[src/rtl/csq_pkg.sv]
// Shared constants, codes and types of the semaphore bank with wait queues.
// No dependencies; imported by every module of the block but csq_ram.
package csq_pkg;

    localparam int NUM_SEMAPHORES = 4;
    localparam int NUM_PROCESSES  = 16;
    localparam int QUEUE_DEPTH    = 16;

    localparam int NUM_INIT_REGS  = 4;
    localparam int INIT_W         = 4;
    localparam int CFG_IDX_W      = 2;
    localparam int SEM_IN_W       = 2;
    localparam int ID_W           = 4;
    localparam int COUNT_W        = 5;
    localparam int STATUS_W       = 2;

    localparam int SEM_W   = (NUM_SEMAPHORES > 1) ? $clog2(NUM_SEMAPHORES) : 1;
    localparam int HEAD_W  = $clog2(QUEUE_DEPTH);
    localparam int LEN_W   = $clog2(QUEUE_DEPTH + 1);
    localparam int QADDR_W = $clog2(NUM_SEMAPHORES * QUEUE_DEPTH);

    localparam logic signed [COUNT_W-1:0] COUNT_MIN = -COUNT_W'(16);
    localparam logic signed [COUNT_W-1:0] COUNT_MAX = COUNT_W'(15);

    localparam logic OP_P = 1'b0;
    localparam logic OP_V = 1'b1;

    localparam logic [STATUS_W-1:0] STATUS_OK   = 2'd0;
    localparam logic [STATUS_W-1:0] STATUS_FULL = 2'd1;
    localparam logic [STATUS_W-1:0] STATUS_SAT  = 2'd2;

    typedef enum logic {
        S_IDLE,
        S_EXEC
    } t_state;

    // Request held while the read of both memories is in flight.
    typedef struct packed {
        logic              absent;
        logic              op;
        logic [SEM_W-1:0]  sem;
        logic [ID_W-1:0]   caller;
        logic [HEAD_W-1:0] head;
        logic [LEN_W-1:0]  len;
    } t_req;

    // Decision of the update logic for one request.
    typedef struct packed {
        logic                        cnt_we;
        logic signed [COUNT_W-1:0]   cnt;
        logic                        enq;
        logic                        deq;
        logic                        blocked;
        logic [STATUS_W-1:0]         status;
    } t_upd;

    function automatic logic [INIT_W-1:0] init_reset_value(input int k);
        return (k == 0) ? INIT_W'(1) : INIT_W'(0);
    endfunction

endpackage

[src/rtl/csq_ram.sv]
// Generic single-write, single-read synchronous RAM with registered read data.
// No dependencies.
module csq_ram #(
    parameter int WIDTH = 4,
    parameter int DEPTH = 16,
    parameter int AW    = (DEPTH > 1) ? $clog2(DEPTH) : 1
) (
    input  logic             i_clk,
    input  logic             i_we,
    input  logic [AW-1:0]    i_waddr,
    input  logic [WIDTH-1:0] i_wdata,
    input  logic             i_re,
    input  logic [AW-1:0]    i_raddr,
    output logic [WIDTH-1:0] o_rdata
);

    logic [WIDTH-1:0] mem [DEPTH];
    logic [WIDTH-1:0] r_rdata;

    always_ff @(posedge i_clk) begin
        if (i_we) begin
            mem[i_waddr] <= i_wdata;
        end
    end

    // Hold read data until the next read.
    always_ff @(posedge i_clk) begin
        if (i_re) begin
            r_rdata <= mem[i_raddr];
        end
    end

    assign o_rdata = r_rdata;

endmodule

[src/rtl/csq_alu.sv]
// Update logic: decides count, queue push/pop and status for one request.
// Depends on csq_pkg.
module csq_alu import csq_pkg::*; (
    input  t_req                      i_req,
    input  logic signed [COUNT_W-1:0] i_count,
    output t_upd                      o_upd
);

    logic signed [COUNT_W-1:0] w_dec;
    logic signed [COUNT_W-1:0] w_inc;

    assign w_dec = i_count - COUNT_W'(1);
    assign w_inc = i_count + COUNT_W'(1);

    always_comb begin
        o_upd         = '0;
        o_upd.cnt     = i_count;
        if (i_req.absent) begin
            o_upd.cnt = '0;
        end else if (i_req.op == OP_P) begin
            // Block path needs a free queue slot; check it before the floor.
            if ((i_count <= 0) && (i_req.len >= LEN_W'(QUEUE_DEPTH))) begin
                o_upd.status = STATUS_FULL;
            end else if (i_count == COUNT_MIN) begin
                o_upd.status = STATUS_SAT;
            end else begin
                o_upd.cnt_we  = 1'b1;
                o_upd.cnt     = w_dec;
                o_upd.enq     = (w_dec < 0);
                o_upd.blocked = (w_dec < 0);
            end
        end else begin
            if (i_count == COUNT_MAX) begin
                o_upd.status = STATUS_SAT;
            end else begin
                o_upd.cnt_we = 1'b1;
                o_upd.cnt    = w_inc;
                o_upd.deq    = (w_inc <= 0) && (i_req.len != '0);
            end
        end
    end

endmodule

[src/rtl/counting_semaphore_wait_queue.sv]
// Bank of counting semaphores, each with a FIFO queue of waiting process ids.
// A P beat (op 0) decrements the addressed count and, if it goes negative,
// pushes the caller onto that semaphore's queue and reports it blocked. A V
// beat (op 1) increments the count and, if it is then zero or below, pops the
// oldest waiter and reports it in woken_id. A push into a full queue or a step
// past the count range -16..15 is refused with a status code and leaves the
// state unchanged. A request is accepted in S_IDLE, which launches a read of
// the count memory and of the queue memory at the queue head; in S_EXEC the
// commit writes the updated count and any pushed id back and loads the result
// register once that register is free or being drained. The input side stalls
// while a request is in flight, so a new beat is taken only after the last one
// commits. Writing init_count_k stores the value, reloads count k from it and
// empties queue k; the port is always ready and is meant to be written only
// while no request is in flight. After reset the counts read as their init
// registers through per-entry valid bits, so no clearing pass is needed. Queue
// entries are never popped before being written.
// Depends on csq_pkg, csq_ram and csq_alu.
module counting_semaphore_wait_queue import csq_pkg::*; (
    input  logic                i_clk,
    input  logic                i_rst_n,
    // request channel
    input  logic                i_in_valid,
    output logic                o_in_stall,
    input  logic                i_op,
    input  logic [SEM_IN_W-1:0] i_sem_index,
    input  logic [ID_W-1:0]     i_caller_id,
    // result channel
    output logic                o_out_valid,
    input  logic                i_out_stall,
    output logic                o_blocked,
    output logic                o_woken_valid,
    output logic [ID_W-1:0]     o_woken_id,
    output logic signed [COUNT_W-1:0] o_new_count,
    output logic [STATUS_W-1:0] o_status,
    // configuration channel
    input  logic                i_cfg_valid,
    output logic                o_cfg_ready,
    input  logic [CFG_IDX_W-1:0] i_cfg_index,
    input  logic [INIT_W-1:0]   i_cfg_data
);

    t_state r_state, n_state;
    t_req   r_req;
    t_upd   w_upd;

    logic [INIT_W-1:0] r_init    [NUM_INIT_REGS];
    logic              r_cnt_vld [NUM_SEMAPHORES];
    logic [HEAD_W-1:0] r_head    [NUM_SEMAPHORES];
    logic [LEN_W-1:0]  r_len     [NUM_SEMAPHORES];

    logic                r_out_valid;
    logic                r_blocked;
    logic                r_woken_valid;
    logic [ID_W-1:0]     r_woken_id;
    logic signed [COUNT_W-1:0] r_new_count;
    logic [STATUS_W-1:0] r_status;

    logic                in_acc;
    logic                commit;
    logic                cfg_wr;
    logic                cfg_sem_hit;
    logic [SEM_W-1:0]    in_sem;
    logic [SEM_W-1:0]    cfg_sem;
    logic                in_absent;

    logic [COUNT_W-1:0]  cnt_rdata;
    logic [INIT_W-1:0]   w_init;
    logic signed [COUNT_W-1:0] w_count;
    logic [ID_W-1:0]     q_rdata;
    logic [QADDR_W-1:0]  q_raddr;
    logic [QADDR_W-1:0]  q_waddr;
    logic [LEN_W:0]      slot_sum;
    logic [HEAD_W-1:0]   tail_slot;
    logic [HEAD_W-1:0]   next_head;

    // ------------------------------------------------------------------
    // handshakes
    // ------------------------------------------------------------------
    assign o_in_stall  = (r_state != S_IDLE);
    assign in_acc      = i_in_valid && !o_in_stall;
    assign o_cfg_ready = 1'b1;
    assign cfg_wr      = i_cfg_valid && o_cfg_ready;

    // Finish only once the result register is free or being drained.
    assign commit = (r_state == S_EXEC) && (!r_out_valid || !i_out_stall);

    assign in_sem      = SEM_W'(i_sem_index);
    assign in_absent   = (int'(i_sem_index) >= NUM_SEMAPHORES);
    assign cfg_sem     = SEM_W'(i_cfg_index);
    assign cfg_sem_hit = (int'(i_cfg_index) < NUM_SEMAPHORES);

    // ------------------------------------------------------------------
    // sequencer
    // ------------------------------------------------------------------
    always_ff @(posedge i_clk) begin
        if (!i_rst_n) begin
            r_state <= S_IDLE;
        end else begin
            r_state <= n_state;
        end
    end

    always_comb begin
        n_state = r_state;
        case (r_state)
            S_IDLE: begin
                if (in_acc) begin
                    n_state = S_EXEC;
                end
            end
            S_EXEC: begin
                if (commit) begin
                    n_state = S_IDLE;
                end
            end
            default: n_state = S_IDLE;
        endcase
    end

    // Capture the request with its queue head and length at accept.
    always_ff @(posedge i_clk) begin
        if (in_acc) begin
            r_req.absent <= in_absent;
            r_req.op     <= i_op;
            r_req.sem    <= in_sem;
            r_req.caller <= i_caller_id;
            r_req.head   <= r_head[in_sem];
            r_req.len    <= r_len[in_sem];
        end
    end

    // ------------------------------------------------------------------
    // count memory; an entry without its valid bit reads as its init value
    // ------------------------------------------------------------------
    csq_ram #(
        .WIDTH (COUNT_W),
        .DEPTH (NUM_SEMAPHORES)
    ) u_cnt_ram (
        .i_clk   (i_clk),
        .i_we    (commit && w_upd.cnt_we),
        .i_waddr (r_req.sem),
        .i_wdata (w_upd.cnt),
        .i_re    (in_acc),
        .i_raddr (in_sem),
        .o_rdata (cnt_rdata)
    );

    always_comb begin
        w_init = '0;
        for (int k = 0; k < NUM_INIT_REGS; k++) begin
            if (k == int'(r_req.sem)) begin
                w_init = r_init[k];
            end
        end
    end

    assign w_count = r_cnt_vld[r_req.sem] ? $signed(cnt_rdata)
                                          : $signed({1'b0, w_init});

    // ------------------------------------------------------------------
    // wait queue memory: one ring of QUEUE_DEPTH ids per semaphore
    // ------------------------------------------------------------------
    assign q_raddr = QADDR_W'(in_sem) * QADDR_W'(QUEUE_DEPTH)
                   + QADDR_W'(r_head[in_sem]);

    // Tail slot wraps once at most: head stays below the depth and length never exceeds it.
    assign slot_sum  = (LEN_W + 1)'(r_req.head) + (LEN_W + 1)'(r_req.len);
    assign tail_slot = (slot_sum >= (LEN_W + 1)'(QUEUE_DEPTH))
                     ? HEAD_W'(slot_sum - (LEN_W + 1)'(QUEUE_DEPTH))
                     : HEAD_W'(slot_sum);
    assign next_head = (r_req.head == HEAD_W'(QUEUE_DEPTH - 1))
                     ? '0 : r_req.head + HEAD_W'(1);

    assign q_waddr = QADDR_W'(r_req.sem) * QADDR_W'(QUEUE_DEPTH)
                   + QADDR_W'(tail_slot);

    csq_ram #(
        .WIDTH (ID_W),
        .DEPTH (NUM_SEMAPHORES * QUEUE_DEPTH)
    ) u_queue_ram (
        .i_clk   (i_clk),
        .i_we    (commit && w_upd.enq),
        .i_waddr (q_waddr),
        .i_wdata (r_req.caller),
        .i_re    (in_acc),
        .i_raddr (q_raddr),
        .o_rdata (q_rdata)
    );

    // ------------------------------------------------------------------
    // decision
    // ------------------------------------------------------------------
    csq_alu u_alu (
        .i_req   (r_req),
        .i_count (w_count),
        .o_upd   (w_upd)
    );

    // ------------------------------------------------------------------
    // per-semaphore control state and init registers
    // ------------------------------------------------------------------
    always_ff @(posedge i_clk) begin
        if (!i_rst_n) begin
            for (int k = 0; k < NUM_INIT_REGS; k++) begin
                r_init[k] <= init_reset_value(k);
            end
            for (int k = 0; k < NUM_SEMAPHORES; k++) begin
                r_cnt_vld[k] <= 1'b0;
                r_head[k]    <= '0;
                r_len[k]     <= '0;
            end
        end else begin
            if (cfg_wr) begin
                r_init[i_cfg_index] <= i_cfg_data;
                // Reload: drop the stored count and empty the queue.
                if (cfg_sem_hit) begin
                    r_cnt_vld[cfg_sem] <= 1'b0;
                    r_head[cfg_sem]    <= '0;
                    r_len[cfg_sem]     <= '0;
                end
            end
            if (commit && w_upd.cnt_we) begin
                r_cnt_vld[r_req.sem] <= 1'b1;
            end
            if (commit && w_upd.enq) begin
                r_len[r_req.sem] <= r_req.len + LEN_W'(1);
            end
            if (commit && w_upd.deq) begin
                r_len[r_req.sem]  <= r_req.len - LEN_W'(1);
                r_head[r_req.sem] <= next_head;
            end
        end
    end

    // ------------------------------------------------------------------
    // result register
    // ------------------------------------------------------------------
    always_ff @(posedge i_clk) begin
        if (!i_rst_n) begin
            r_out_valid <= 1'b0;
        end else if (commit) begin
            r_out_valid <= 1'b1;
        end else if (!i_out_stall) begin
            r_out_valid <= 1'b0;
        end
    end

    always_ff @(posedge i_clk) begin
        if (commit) begin
            r_blocked     <= w_upd.blocked;
            r_woken_valid <= w_upd.deq;
            r_woken_id    <= w_upd.deq ? q_rdata : '0;
            r_new_count   <= w_upd.cnt;
            r_status      <= w_upd.status;
        end
    end

    assign o_out_valid   = r_out_valid;
    assign o_blocked     = r_blocked;
    assign o_woken_valid = r_woken_valid;
    assign o_woken_id    = r_woken_id;
    assign o_new_count   = r_new_count;
    assign o_status      = r_status;

endmodule

[config.mk]
export PLATFORM = sky130hd
export DESIGN_NAME = counting_semaphore_wait_queue
export DESIGN_NICKNAME = d
export VERILOG_FILES = /design/src/rtl/csq_pkg.sv /design/src/rtl/csq_ram.sv /design/src/rtl/csq_alu.sv /design/src/rtl/counting_semaphore_wait_queue.sv
export SDC_FILE = /design/constraint.sdc
export NUM_CORES = 1
export LEC_CHECK = 0
export BUFFER_PORTS_ARGS = -buffer_cell sky130_fd_sc_hd__buf_2
export CORE_ASPECT_RATIO = 0.7
export CORE_MARGIN = 2
export CORE_UTILIZATION = 35
export CTS_CLUSTER_SIZE = 24
export DETAILED_ROUTE_END_ITERATION = 10
export SKIP_LAST_GASP = 1
export SLEW_MARGIN = 20
export SYNTH_ARGS = -nofsm -noshare
export SYNTH_HDL_FRONTEND = slang
export SYNTH_HIERARCHICAL = 1
export SYNTH_SLANG_ARGS = --single-unit
[constraint.sdc]
create_clock -name i_clk -period 5.36 [get_ports i_clk]
set_input_delay 1.072 -clock i_clk [delete_from_list [all_inputs] [get_ports i_clk]]
set_output_delay 1.072 -clock i_clk [all_outputs]
set_load 0.05 [all_outputs]
==> qor.csv <==
metric,value,unit
status,"finished, final reports clean",
area_delta_synth_final,11.9,%
cts_buffers,38,
grt_usage,15.2,%
critPathKind,flop to flop,
num_vias,8231,
ys.flop_type,edfxtp_1,
postCtsSetupBuffers,0,
reg2regPathDepth,16,
max_stage_delay,0.57,ns
setup_violations,0,
grt_max_degree,65,
critical_path_required,5.73,ns
rows,64,
die_height,181,um
cts_tree,built,
fp.dieW,258,um
antenna_found_initial,0,
hold_depth,2,
diodes,0,
hpwl,22400,um
fin_util,40.0,%
grt_first_pass_wirelength,53200,um
syn_inst,893,
ys_warn_count,6,
r2r_slack,0.54,ns
worstSetupEndpointType,flop,
crit_family,simple AND/OR/NAND/NOR gates,
gp_congestion,0.828,
clockRootBuffer,clkbuf_16,
start_util,35.8,%
max_slew_margin,36.5,%
worstPathMaxFanout,13,
firstDrtPassIters,5,
synth_edf_count,366,
wl_per_cell,22.6,um
drt-initial-drc-count,946,
finalHoldViolCount,0,
fmax,208,MHz
synth-seq-cells,374,
fillers,4001,
ir_drop,0.000169,V
rsz0062_at_grt,no,
path_clk_slew,0.06,ns
drc_errors,0,
nets,969,
first_global_vias,8111,
crit_chain,mux4_2 > mux2_2 > ha_1 > nand3_1 > inv_1 > ha_1 > nand2b_1 > a2111oi_2 > buf_4 > and3_1 > inv_1 > fa_1 > nand2b_1 > a21oi_1 > xnor3_2 > nor3_2,
power.density,359,nW/um^2
worstMarginPinSlew,0.950,ns
cts_hold_buf,0,
ant_nets,0,
gr-total-overflow,0,
startpoint_type,flop,
maxCapViolCount,0,
pin_count,34,
coreArea,44000,um^2
clk-insertion-delay-late,0.54,ns
tns,0,ns
io_buffers,32,
clockBufferDepth,3,
clock_sinks,374,
synth.avg_cell_area,17.6,um^2
yosysUniqueCellTypes,71,
htreeDepth,2,
power_leakage,5.64,nW
yosysSeqAreaShare,70.8,%
critPathBufInv,3,
path_depth,16,
syn_area,15800,um^2
async_reset_ff_share,0,%
drive_above_1_share,19.6,%
cpMaxStageDelayCell,edfxtp_1,
wirelength,35100,um
post-route-period-util,89.9,%
finClkSkew,0.0177,ns
fin_crit,4.82,ns
vias_per_cell,5.30,
dieArea,46700,um^2
maxSlewViolCount,0,
hold_class,flop to flop,
cts_resized,0,
critPathArrivalTime,5.18,ns
stage by stage:
step / instances / hold slack [ns] / power [mW] / area, um^2 / worst slack [ns]
6_report: 1554 / 0.456 / 6.32 / 17600 / 0.544
5_1_grt: 1554 / 0.485 / 6.55 / 17600 / 0.240
4_1_cts: 1554 / 0.456 / 6.39 / 17600 / 0.571
3_5_place_dp: 1491 / 0.442 / 3.92 / 16500 / 0.600
3_3_place_gp: 1491 / 0.436 / 3.91 / 16500 / 0.780
2_1_floorplan: 894 / 0.420 / 3.76 / 15800 / 0.527
where the power goes:
group,leakage (nW),internal [mW],switching (mW)
sequential,3.45,3.28,0.0286
combinational,1.64,0.196,0.353
clock,0.549,1.39,1.07
total,5.64,4.87,1.46
final timing paths:
path | startpoint | endpoint
min | r_cnt_vld[3] | r_cnt_vld[3]
max | r_req[13] | r_len[3][4]
max reg2reg | r_req[13] | r_len[3][4]
min reg2reg | r_cnt_vld[3] | r_cnt_vld[3]
final cells by class:
cell class,count,area [um^2],area share [%]
flip-flops and latches,374,11200,63.3
clock buffers,51,1030,5.85
repair buffers,52,335,1.90
clock inverters,12,88.8,0.504
inverters,21,78.8,0.447
well taps,594,743,4.22
multi-input cells,450,4200,23.8
cell families after synthesis:
group	count (synthesis)	synth area share, %
buffers and inverters	70	2.62
other	2	0.0477
and+or+nand+nor	247	7.90
AOI/OAI and AO/OA	82	3.64
xor gates and xnor gates	9	0.596
adders and majority gates	14	1.21
DFF	374	70.8
muxes	95	13.2
cells in the mapped netlist (all sizes together) (14+ instances only):
master  number  area, um^2
a21oi       16        83.8
and2        20         128
buf         25         223
clkbuf      23         100
edfxtp     366       11000
inv         20        75.1
mux4        84        1960
nand2       24        90.1
nand2b      14        87.6
nand3       16        80.1
nor2        97         364
nor3        34         190
o21ai       16        80.1
sequential cells by signal, indices dropped and copies added (netlist names), named ones only:
| register | flops |
|---|---|
| r_cnt_vld | 4 |
| u_queue_ram/mem | 256 |
| r_req | 16 |
| u_cnt_ram/mem | 20 |
| o_in_stall | 1 |
| u_cnt_ram/o_rdata | 5 |
| r_init | 16 |
| r_len | 20 |
| o_woken_id | 4 |
| o_woken_valid | 1 |
| u_queue_ram/o_rdata | 4 |
| o_new_count | 5 |
| o_out_valid | 1 |
| r_head | 16 |
| o_status | 2 |
| o_blocked | 1 |
worst reg2reg max path, stage by stage, from the launching register on:
cell       delay, ns
edfxtp_1        0.57
mux4_2          0.56
mux2_2          0.36
ha_1            0.25
nand3_1         0.11
inv_1           0.05
ha_1            0.20
nand2b_1        0.20
a2111oi_2       0.31
buf_4           0.22
and3_1          0.33
inv_1           0.25
fa_1            0.45
nand2b_1        0.19
a21oi_1         0.14
xnor3_2         0.33
nor3_2          0.13
per-layer routing:
metal / global-route usage (%) / part of all wire (%) / up-vias
li1: - / - / 3650
met1: 23.6 / 48 / 4184
met2: 20.9 / 41 / 339
met3: 4.19 / 9.2 / 58
met4: 3.61 / 1.8 / 0
met5: 0 / 0 / -
layout by cell type (no fill, tap or decap), drive strengths merged, types with 3 or more instances in the layout:
cell / netlist / routed
nor3: 34 / 34
o32ai: 3 / 3
xor2: 4 / 4
inv: 20 / 22
edfxtp: 366 / 366
nand4: 3 / 3
mux2: 6 / 6
and2: 20 / 20
clkinv: 1 / 10
nand3: 16 / 16
a22o: 4 / 4
and2b: 4 / 4
xnor2: 4 / 4
conb: 2 / 3
dfxtp: 8 / 8
a21oi: 16 / 16
o221ai: 6 / 6
mux4: 84 / 84
nor2: 97 / 97
nor4: 3 / 3
nand3b: 6 / 6
mux2i: 5 / 5
and3: 6 / 6
or3b: 3 / 3
clkbuf: 23 / 51
a211oi: 3 / 3
ha: 12 / 12
o22ai: 3 / 3
a22oi: 8 / 8
nand2: 24 / 24
nand2b: 14 / 14
nor2b: 7 / 7
a21o: 3 / 3
a31oi: 6 / 6
o21ai: 16 / 16
buf: 25 / 52
Note: power is estimated with default switching activity, not from simulation.
